<file path="config.mk">
export PLATFORM = sky130hd
export DESIGN_NAME = bsu_cell
export DESIGN_NICKNAME = d
export VERILOG_FILES = /design/src/hdl/assert_macros.svh /design/src/hdl/bsu_pkg.sv /design/src/hdl/bsu_cell.sv
export SDC_FILE = /design/constraint.sdc
export NUM_CORES = 1
export LEC_CHECK = 0
export ABC_AREA = 0
export BUFFER_PORTS_ARGS = -buffer_cell sky130_fd_sc_hd__buf_4
export CAP_MARGIN = 30
export CORE_AREA = 2 2 146 148
export DETAILED_ROUTE_END_ITERATION = 16
export DIE_AREA = 0 0 148 150
export GPL_TIMING_DRIVEN = 0
export PLACE_DENSITY = 0.54
export SLEW_MARGIN = 30
export SYNTH_ARGS = -nofsm -noshare
export SYNTH_HDL_FRONTEND = slang
export SYNTH_SLANG_ARGS = --single-unit
</file>
<file path="constraint.sdc">
create_clock -name clk_i -period 0.8 [get_ports clk_i]
set_clock_uncertainty 0.1 [all_clocks]
set_input_delay 0 -clock clk_i [delete_from_list [all_inputs] [get_ports clk_i]]
set_output_delay 0 -clock clk_i [all_outputs]
set_load 0.005 [all_outputs]
</file>
<file path="src/hdl/assert_macros.svh">
// Assertion helper macros included by burgers_stencil_update.
`ifndef ASSERT_MACROS_SVH
`define ASSERT_MACROS_SVH
// Concurrent property under clk_i, disabled while reset is low.
`define ASSERT_PROP(label, prop, msg) \
  label: assert property (@(posedge clk_i) disable iff (!rst_ni) (prop)) else $error(msg);
// Implication checked on every rising edge of clk_i.
`define ASSERT_IMPL(label, ante, cons, msg) \
  label: assert property (@(posedge clk_i) disable iff (!rst_ni) (ante) |-> (cons)) \
    else $error(msg);
`endif

</file>
<file path="src/hdl/bsu_pkg.sv">
`timescale 1ns / 1ps
`default_nettype none
// ----------------------------------------------------------------------------
// bsu_pkg: shared types and constants
// Register indexes and the control group handed from the sequencer to the
// update cell chain.
// ----------------------------------------------------------------------------
package bsu_pkg;
  localparam logic [1:0] REG_WIDTH  = 2'd0;
  localparam logic [1:0] REG_HEIGHT = 2'd1;
  localparam logic [1:0] REG_COEFX  = 2'd2;
  localparam logic [1:0] REG_COEFY  = 2'd3;

  typedef enum logic [1:0] {
    NK_COPY_OLD  = 2'd0,
    NK_COPY_LEFT = 2'd1,
    NK_INTERIOR  = 2'd2
  } node_kind_e;

  typedef struct packed {
    node_kind_e kind;
    logic       second;
    logic       done;
    logic [7:0] col;
    logic [7:0] row;
  } node_ctl_t;
endpackage
`default_nettype wire

</file>
<file path="src/hdl/bsu_cell.sv">
`timescale 1ns / 1ps
`default_nettype none
// ----------------------------------------------------------------------------
// bsu_cell: one stage of the update chain
// Holds one piece of the update and hands it to the next cell each cycle that en_i is high.
// Stage 0: differences; 1: s = dx*cx + dy*cy; 2: u*s; 3: round, subtract,
// saturate.
// ----------------------------------------------------------------------------
module bsu_cell #(
  parameter int STAGE = 0,
  parameter int SB    = 16
) (
  input  wire                   clk_i,
  input  wire                   rst_ni,
  input  wire                   en_i,
  input  wire                   vld_i,
  input  wire bsu_pkg::node_ctl_t ctl_i,
  input  wire signed [SB-1:0]   u_i,
  input  wire signed [SB-1:0]   a_i,
  input  wire signed [SB-1:0]   b_i,
  input  wire signed [SB-1:0]   c_i,
  input  wire signed [SB-1:0]   d_i,
  input  wire signed [SB+17:0]  s_i,
  input  wire signed [2*SB+18:0] p_i,
  input  wire [15:0]            cx_i,
  input  wire [15:0]            cy_i,
  output logic                  vld_o,
  output bsu_pkg::node_ctl_t    ctl_o,
  output logic signed [SB-1:0]  u_o,
  output logic signed [SB-1:0]  a_o,
  output logic signed [SB-1:0]  b_o,
  output logic signed [SB+17:0] s_o,
  output logic signed [2*SB+18:0] p_o
);
  import bsu_pkg::*;
  localparam int SH = SB + 12;
  logic signed [SB:0]     dx, dy;
  logic signed [SB+17:0]  s_d;
  logic signed [2*SB+18:0] p_d;
  logic [2*SB+18:0] ap, rq;
  logic signed [SB+2:0] q, res;
  logic signed [SB-1:0] sat;
  logic signed [SB-1:0] a_d, b_d;
  logic vld_q;

  always_comb begin
    dx = $signed({b_i[SB-1], b_i}) - $signed({a_i[SB-1], a_i});
    dy = $signed({d_i[SB-1], d_i}) - $signed({c_i[SB-1], c_i});
    a_d = a_i;
    b_d = b_i;
    if (STAGE == 0) begin
      a_d = dx[SB:1];
      b_d = dy[SB:1];
    end
    s_d = '0;
    p_d = '0;
    q = '0;
    res = '0;
    sat = u_i;
    ap = '0;
    rq = '0;
    if (STAGE == 1) begin
      s_d = $signed({a_i, s_i[0]}) * $signed({1'b0, cx_i})
          + $signed({b_i, s_i[1]}) * $signed({1'b0, cy_i});
    end
    if (STAGE == 2) begin
      p_d = $signed(u_i) * s_i;
    end
    if (STAGE == 3) begin
      ap = p_i[2*SB+18] ? (2*SB+19)'(-p_i) : p_i;
      rq = (ap + ((2*SB+19)'(1) << (SH - 1))) >> SH;
      if (rq > ((2*SB+19)'(1) << (SB + 1))) rq = (2*SB+19)'(1) << (SB + 1);
      q = $signed({1'b0, rq[SB+1:0]});
      res = p_i[2*SB+18] ? $signed({{3{u_i[SB-1]}}, u_i}) + q
                         : $signed({{3{u_i[SB-1]}}, u_i}) - q;
      if (res > $signed({4'b0, {(SB-1){1'b1}}})) sat = {1'b0, {(SB-1){1'b1}}};
      else if (res < $signed({3'b111, 1'b1, {(SB-1){1'b0}}}))
        sat = {1'b1, {(SB-1){1'b0}}};
      else sat = res[SB-1:0];
    end
  end

  always_ff @(posedge clk_i or negedge rst_ni) begin
    if (!rst_ni) vld_q <= 1'b0;
    else if (en_i) vld_q <= vld_i;
  end
  assign vld_o = vld_q;

  always_ff @(posedge clk_i) begin
    if (en_i) begin
      ctl_o <= ctl_i;
      u_o   <= (STAGE == 3) ? sat : u_i;
      a_o   <= a_d;
      b_o   <= b_d;
      s_o   <= (STAGE == 0) ? (SB+18)'({dy[0], dx[0]}) : s_d;
      p_o   <= p_d;
    end
  end
endmodule
`default_nettype wire

</file>
* Yosys cells after proc, flatten, opt, wreduce, memory -nomap -nowiden
Index checks and enable logic that the tools add are counted.
Cells by class: add/sub/neg operators 2
Operator list (count):
- $sub A16 B16 Y17 | 2
Storage, ports and cells: register bits after elaboration 71, output and inout bits 154, logic and storage cells 12

* Logic depth before layout (Yosys ltp)
Gate-level depths: netlist (run 1).
depth after elaboration 1, depth in mapped cells 9

* Least setup slack after synthesis (run 1)
OpenSTA, ideal clock, no wires.
path kind in2reg, from in a_i[2], to reg a_o[11], data pin, library setup time 255 ps, arrival 1698 ps, setup slack -1253 ps, stages on the path 8, path through inv_1 -> ha_1 -> nor2b_4 -> o21bai_4 -> a21boi_2 -> o41a_4 -> or4_1 -> and3_1
Between the ends: cells in the longest elaborated chain, start to end 1
RTL lines:
- from (decl) | RTL line bsu_cell.sv:19 | input wire signed [SB-1:0] a_i,
- $sub A16 B16 Y17 | RTL line bsu_cell.sv:47 | dx = $signed({b_i[SB-1], b_i}) - $signed({a_i[SB-1], a_i});
- named net dx[12] | RTL line bsu_cell.sv:37 | logic signed [SB:0] dx, dy;
- to (signal assigned) | RTL line bsu_cell.sv:93 | a_o <= a_d;
- to (decl) | RTL line bsu_cell.sv:30 | output logic signed [SB-1:0] a_o,
The timed path passes the listed nets, and every way through them passes these cells. A chain may end at the register's enable or synchronous reset.

* Worst setup path in the final report (run 1)
from in b_i[0], to reg a_o[11], data pin
Between the ends: cells in the longest elaborated chain, start to end 1
RTL lines:
- from (decl) | RTL line bsu_cell.sv:20 | input wire signed [SB-1:0] b_i,
- $sub A16 B16 Y17 | RTL line bsu_cell.sv:47
- named net dx[12] | RTL line bsu_cell.sv:37
The timed path passes the listed nets, and every way through them passes these cells.

==> results of run 1 <==
==> power groups by stage <==
stage	Sequential (W)	Combinational, W	Clock, W
after floorplan	0.00489	0.00176	0
after detailed placement	0.00484	0.00332	0
after global placement	0.00483	0.00330	0
after global routing	0.00484	0.00429	0.00458
after CTS	0.00478	0.00375	0.00446
final	0.00480	0.00391	0.00431
==> cell type report <==
type                    instances  area (sq um)
multi-input cells             289          2340
repair buffers                226          1980
inverters                      46           208
clock inverters                 6          92.6
fillers                      2079         12700
well taps                     275           344
plain buffers                  85           641
flip-flops and latches         71          2130
clock buffers                  10           229
==> sequential cells by signal, indices dropped and copies added, names as in the netlist <==
signal	flops
ctl_o	20
s_o	2
u_o	16
vld_o	1
b_o	16
a_o	16
==> repair_timing <==
action                     in CTS  in global routing
resized for setup              48                 39
setup buffers                  10                  5
pin swaps                      24                 11
hold endpoints to repair       41                  2
setup endpoints to repair     174                104
==> stage by stage <==
stage / std cells / TNS, ps / power [W] / utilization
2_1_floorplan: 491 / -20120 / 0.00664 / -
3_3_place_gp: 940 / -60970 / 0.00813 / 0.328
3_5_place_dp: 940 / -60910 / 0.00816 / 0.328
4_1_cts: 1005 / -27440 / 0.0130 / 0.377
5_1_grt: 1008 / -31620 / 0.0137 / 0.385
6_report: 1008 / -27270 / 0.0130 / 0.385
==> metal layers <==
metal / vias to the layer above / GRT usage / part of all wire
li1: 1930 / - / -
met1: 1724 / 0.114 / 0.39
met4: 0 / 0.0300 / 0.0076
met2: 165 / 0.189 / 0.52
met3: 5 / 0.0363 / 0.088
met5: - / 0 / 0
==> kinds of logic (layout without fill, tap and decap cells) <==
| kind of cell | Yosys count | in the layout | share of synthesized area |
|---|---|---|---|
| buf+inv | 131 | 373 | 0.177 |
| compound gates | 83 | 83 | 0.128 |
| flops | 71 | 71 | 0.468 |
| simple gates | 64 | 64 | 0.0788 |
| fa+ha+maj | 34 | 34 | 0.0970 |
| xor+xnor | 22 | 22 | 0.0424 |
| mux | 3 | 3 | 0.00744 |
| other cells | 1 | 83 | 0.000826 |
==> how the worst max path moves through the flow <==
stage / endpoint / slack [ps]
2_1_floorplan: a_o[11] / -1170
3_3_place_gp: a_o[11] / -1430
3_5_place_dp: a_o[11] / -1440
4_1_cts: a_o[11] / -1000
5_1_grt: a_o[11] / -1060
6_report: a_o[11] / -990
==> placed cells by master (no fill, tap or decap), drive strengths merged, types with 4 or more instances in the layout <==
| cell type | netlist | routed |
|---|---|---|
| o21ai | 15 | 15 |
| ha | 32 | 32 |
| xor2 | 4 | 4 |
| a31oi | 5 | 5 |
| nor2 | 11 | 11 |
| xnor2 | 18 | 18 |
| nand3 | 9 | 9 |
| dlygate4sd3 | 0 | 39 |
| buf | 83 | 270 |
| o21bai | 4 | 4 |
| edfxtp | 70 | 70 |
| o31a | 4 | 4 |
| conb | 1 | 83 |
| nor3 | 6 | 6 |
| nand2 | 5 | 5 |
| a21oi | 20 | 20 |
| nor2b | 5 | 5 |
| inv | 46 | 47 |
| o21a | 6 | 6 |
| and2 | 4 | 4 |
| and3 | 6 | 6 |
| a21o | 7 | 7 |
| clkbuf | 2 | 12 |
==> metrics.txt, run 1 <==
outcome finished, violations left; failing checks hold timing, setup timing; Layout area overhead 75.5%; die area 22200 sq um; # IOs 375; Placer Congestion around 0.74; r2r startpoint vld_o; share of layout cells above drive strength 1 0.491; reg2reg path depth 1; worst path cell trace buf_8, inv_12, ha_4, fa_2, nor2b_4, o21bai_4, a21boi_2, o41a_4, or4_1, and3_1; initial core utilization 0.220; worst slew pin tran just under 700 ps; wire length per cell around 12 um; Synth area leader edfxtp_1; Leak Pwr roughly 3.7 nW; Ys Warns 0; hold path endpoint s_o[0]; Seq/Total Area, Yosys 0.468; Commonest cells post-synth buf_4, edfxtp_1, inv_1; Die H about 150 um; clk root buf clkbuf_16; Post-Syn Instances around 410; unrepaired setup endpoints after global routing true; CP max-delay cell o41a_4; final wirelength 12400 um; CTS tree built; Post-synth EDFFs 70; CTS Buffer Depth 2; initial antenna violation count 0; Inserted Diodes 0; Congestion Overflow GR 0; Cell Area, Synth between 4000 and 5000 sq um; hold_buf cts 39; CTS Sinks between 70 and 80; part of the power in registers 0.368; fmax around 560 MHz; CP endpoint kind flip-flop; Int Power 0.00969 W; HPWL Detailed around 9600 um; endpoints failing setup roughly 100; final hold slack -59.0 ps; Cell variety after synth 55; core area 20700 sq um; post-route ant nets 0; WP buf/inv 2; worst setup margin -995 ps; Yosys reg bits 71; first-pass GRT wire length 18200 um; # nets final 983; Hold Path Origin a_i[0]; Worst EP required a little under 800 ps; Post-Place Setup Slack -1440 ps; CP Launch Point b_i[0]; Worst-Skew Late Latency between 300 and 400 ps; via count 3824; Comb power frac 0.300; Period Utilization, post-route 2.24; Worst Hold Class in2reg; maxcap violations 0; Initial DRC Count 78; PortBufs 174; Slew Limit Fails 0; clk slew on worst S/H paths 60 ps; Final Cell Area between 7000 and 8000 sq um; Reg-to-Reg End vld_o; gr usage total 0.104; CP Launch Type primary input; Vias/cell approximately 3.8; critical path's top delay family compound AO/OA/AOI/OAI gates; type of the worst setup path in2reg; syn avg cell area 11.1 sq um; VDD IR max a little under 0.9 mV; Period minus WS final 1790 ps; Largest stage delay, worst path around 480 ps; Synth top area share 0.463; R2R Setup Slk -50 ps; cts bufs inserted 9; Switching Fraction 0.256; final hold vios 2; top post-synthesis cells by area edfxtp_1, buf_4, ha_1; Die Width around 150 um; Clock Power Share 0.331; DP Area 6790 sq um; Worst EP arrival 1770 ps; post-synthesis async set-or-reset flop share 0.0141; drt first pass iters 4; critical path fanouts, max 2; Residual DRC 0; vias in the first global route between 3k and 4k; htree depth 3; WHS Path Cells 3; Max transition margin 0.550; WP depth 10; Switch Pwr approximately 0.0033 W; Power Density between 1500 and 2000 nW/um^2; # rows 53; most numerous cell in the Yosys netlist buf_4; Main synth FF type edfxtp_1; pin count of the biggest net entering global routing 72
Note: power is estimated with default switching activity, not from simulation.
==> run 2, diff against run 1 <==
RECOVER_POWER = 50   (was not set)
==> metrics.txt, run 2 (synthesized netlist as in run 1, its figures left out) <==
final hold vios 2; Power Density between 1500 and 2000 nW/um^2; Vias/cell approximately 3.8; WP buf/inv 2; type of the worst setup path in2reg; PortBufs about 170; Worst EP arrival approximately 1800 ps; CTS tree built; Die H ~150 um; HPWL Detailed between 9000 and 10000 um; CP Launch Type primary input; total power roughly 0.013 W; critical path's top delay family compound AO/OA/AOI/OAI gates; maxcap violations 0; initial antenna violation count 0; initial core utilization 0.220; # IOs around 380; htree depth 3; post-route ant nets 0; share of layout cells above drive strength 1 0.490; failing checks hold timing, setup timing; Congestion Overflow GR 0; wire length per cell 12.3 um; worst setup margin -995 ps; CTS Buffer Depth 2; VDD IR max around 0.9 mV; fmax ~560 MHz; # rows 53; CP endpoint kind flip-flop; Top reg by flops ctl_o; Worst Hold Class in2reg; first-pass GRT wire length between 15000 and 20000 um; final wirelength roughly 12000 um; endpoints failing setup about 100; Period Utilization, post-route 2.24; cts bufs inserted 9; Placer Congestion 0.737; post-layout util 0.385; Leak Pwr about 3.7 nW; final hold slack -59.8 ps; worst slew pin tran around 670 ps; most frequent cells in the layout buf_4, conb_1, edfxtp_1; Max transition margin 0.551; # nets final approximately 1000; core area 20700 sq um; unrepaired setup endpoints after global routing true; hold_buf cts 39; Die Width 148 um; Residual DRC 0; Worst-Skew Late Latency about 330 ps; clk root buf clkbuf_16; drt first pass iters 4; Largest stage delay, worst path about 480 ps; outcome finished, violations left; CTS Sinks ~70; Layout area overhead 75.4%; die area between 20000 and 25000 sq um; clk slew on worst S/H paths around 60 ps; max reg flops 20; commonest non-fill, non-tap cell in the layout buf_4; gr usage total 0.104; setup_tns -27270 ps; via count about 3.8k; CP max-delay cell o41a_4; worst path cell trace buf_8, inv_12, ha_4, fa_2, nor2b_4, o21bai_4, a21boi_2, o41a_4, or4_1, and3_1; Inserted Diodes 0; Worst EP required 780 ps; Period minus WS final about 1800 ps; Slew Limit Fails 0; Initial DRC Count 75; pin count of the biggest net entering global routing a little over 70; vias in the first global route about 3.7k; critical path fanouts, max 2
[run 2: changes by cell type in the layout (fill, tap and decap cells not counted), sizes merged]
| cell | before | now |
|---|---|---|
| buf | 270 | 235 |
| clkbuf | 12 | 47 |
[run 2: layout make-up]
class | instances | area (sq um)
multi-input combinational | 289 | 2340
timing repair buffer | 226 | 1980
clock buffer | 10 | 229
clock inverter | 6 | 92.6
buffer | 85 | 641
inverter | 46 | 208
sequential | 71 | 2130
tap | 275 | 344
fill | 2081 | 12700
[run 2: timing repair]
item,4_1_cts,5_1_grt
setup buffers,10,5
endpoints found under the hold margin,41,2
gates resized for setup,48,39
setup endpoints to repair,174,104
cloned,0,0
pin swaps,24,11
[run 2: path summary, 6_finish.rpt]
kind                              from       to  slack (ps)  cells past startpoint
max in group asynchronous       rst_ni    vld_o         100                      3
worst max register to register   vld_o    vld_o         -50                      1
worst max-delay path            b_i[0]  a_o[11]        -990                     10
worst min-delay path            a_i[0]   s_o[0]         -60                      3
min in group asynchronous       rst_ni    vld_o         400                      3
worst min register to register   vld_o    vld_o         430                      1
[run 2: metrics by stage]
step / instance area [sq um] / setup slack, ps / std cells / hold slack (ps)
after floorplan: 5140 / -1170 / 491 / -396
after global placement: 6790 / -1430 / 940 / -324
after global routing: 7970 / -1060 / 1008 / -65.1
after detailed placement: 6790 / -1440 / 940 / -324
final: 7970 / -995 / 1008 / -59.8
after CTS: 7800 / -997 / 1005 / -74.2
[run 2: power by group]
part           total, W  leakage, nW  switching, W  internal (W)
sequential      0.00480        0.697      0.000155       0.00464
combinational   0.00390         2.83       0.00161       0.00229
clock           0.00432        0.149       0.00157       0.00275
[run 2: per-layer routing]
layer	track usage	part of all wire
met5	0	0
met3	0.0363	0.088
met2	0.189	0.52
met1	0.114	0.39
met4	0.0300	0.0076
==> run 3, diff against run 2 <==
CORE_AREA = 5 5 141 143   (was 2 2 146 148)
DIE_AREA = 0 0 146 148   (was 0 0 148 150)
HOLD_SLACK_MARGIN = 0.08   (was not set)
PLACE_DENSITY = 0.59   (was 0.54)
==> metrics.txt, run 3 (synthesized netlist as in run 1, its figures left out) <==
wire length per cell 13.9 um; Max transition margin 0.543; Congestion Overflow GR 0; Inserted Diodes 0; Residual DRC 0; pin count of the biggest net entering global routing about 70; initial core utilization 0.246; htree depth 3; CTS tree built; Post-Place Setup Slack -1420 ps; drt first pass iters 4; Power Density between 1500 and 2000 nW/um^2; worst path cell trace buf_8, inv_12, ha_4, fa_2, nor2b_4, o21bai_4, a21boi_2, o41a_4, buf_6, a31oi_4, a221o_1; via count a little under 4k; failing checks hold timing, setup timing; PortBufs 174; endpoints failing setup 104; reg2reg path depth 1; critical path fanouts, max 5; CP max-delay cell fa_2; WHS Path Cells 3; max reg flops 20; hold_buf cts 39; Layout area overhead 79.5%; die area between 20000 and 25000 sq um; Period minus WS final between 1500 and 2000 ps; worst setup margin -917 ps; final wirelength roughly 14000 um; CP Launch Type primary input; first-pass GRT wire length 20900 um; Worst-Skew Late Latency about 330 ps; Period Utilization, post-route 2.15; type of the worst setup path in2reg; most frequent cells in the layout buf_4, conb_1, edfxtp_1; Placer Congestion between 0.7 and 0.8; Worst EP required between 700 and 800 ps; share of layout cells above drive strength 1 0.518; VDD IR max 0.822 mV; vias in the first global route approximately 4.2k; cts bufs inserted 9; fmax approximately 580 MHz; unrepaired setup endpoints after global routing true; worst slew pin tran between 600 and 700 ps; Die H about 150 um; CTS Buffer Depth 2; outcome finished, violations left; gr usage total 0.120; # rows 50; Initial DRC Count roughly 120; Worst EP arrival around 1700 ps; DP Area between 6000 and 7000 sq um; # IOs 375; CP endpoint kind flip-flop; Top reg by flops ctl_o; final hold slack -61.3 ps; total power between 0.01 and 0.015 W; Vias/cell 3.99; maxcap violations 0; clk root buf clkbuf_16; initial antenna violation count 0; final hold vios 3; Largest stage delay, worst path between 300 and 400 ps; core area roughly 18000 sq um; Worst Hold Class in2reg; HPWL Detailed 10100 um; Die Width between 100 and 150 um; CTS Sinks a little over 70; Final Cell Area ~8200 sq um; clk slew on worst S/H paths 60 ps; Leak Pwr between 3 and 4 nW; Slew Limit Fails 0; commonest non-fill, non-tap cell in the layout buf_4; post-route ant nets 0; # nets final around 1000
-- run 3: cell count changes in the layout (fill, tap and decap cells not counted), moves of 3 or more --
| cell | previous run | this run |
|---|---|---|
| buf_4 | 189 | 192 |
| buf_6 | 43 | 51 |
| a21oi_4 | 3 | 6 |
| nand2_4 | 0 | 3 |
-- run 3: repair_timing --
item	in CTS	in global routing
setup buffers	15	10
hold endpoints to repair	58	17
gates cloned	0	0
pin swaps	36	24
gates resized for setup	60	55
endpoints found under the setup margin	174	103
-- run 3: layout make-up --
| class | instances | area, sq um |
|---|---|---|
| fill | 1706 | 10300 |
| tap | 234 | 293 |
| buffer | 85 | 641 |
| timing repair buffer | 238 | 2100 |
| inverter | 46 | 208 |
| multi-input combinational | 289 | 2490 |
| clock buffer | 9 | 225 |
| sequential | 71 | 2130 |
| clock inverter | 7 | 71.3 |
-- run 3: metrics by stage --
step	util	cells	hold WS [ps]	TNS, ps
after floorplan	-	491	-396	-20120
after global placement	0.365	899	-325	-61270
after detailed placement	0.365	899	-323	-63140
after CTS	0.424	969	-72.2	-28590
after global routing	0.442	979	-66.9	-32660
final	0.442	979	-61.3	-28430
-- run 3: layer usage --
layer | GRT usage | vias to the layer above | share of wire
met3 | 0.0533 | 15 | 0.11
li1 | - | 1946 | -
met5 | 0 | - | 0
met1 | 0.139 | 1734 | 0.41
met4 | 0.0343 | 0 | 0.013
met2 | 0.203 | 208 | 0.47
-- run 3: final timing paths --
| path | start | endpoint | slack, ps |
|---|---|---|---|
| setup / recovery | b_i[0] | a_o[15] | -920 |
| hold reg to reg | vld_o | vld_o | 460 |
| min in group asynchronous | rst_ni | vld_o | 430 |
| hold / removal | c_i[0] | s_o[1] | -60 |
| setup reg to reg | vld_o | vld_o | -80 |
| max in group asynchronous | rst_ni | vld_o | 60 |
-- run 3: worst max-delay path: cells and delay by family --
kind / cells / cell delay [ps]
compound gates: 5 / 770
simple gates: 1 / 160
fa+ha+maj: 2 / 510
buf+inv: 3 / 250
-- run 3: power by group --
group          internal [W]  switching [W]
Clock               0.00241        0.00162
Sequential          0.00464       0.000162
Combinational       0.00245        0.00173
Total               0.00951        0.00352
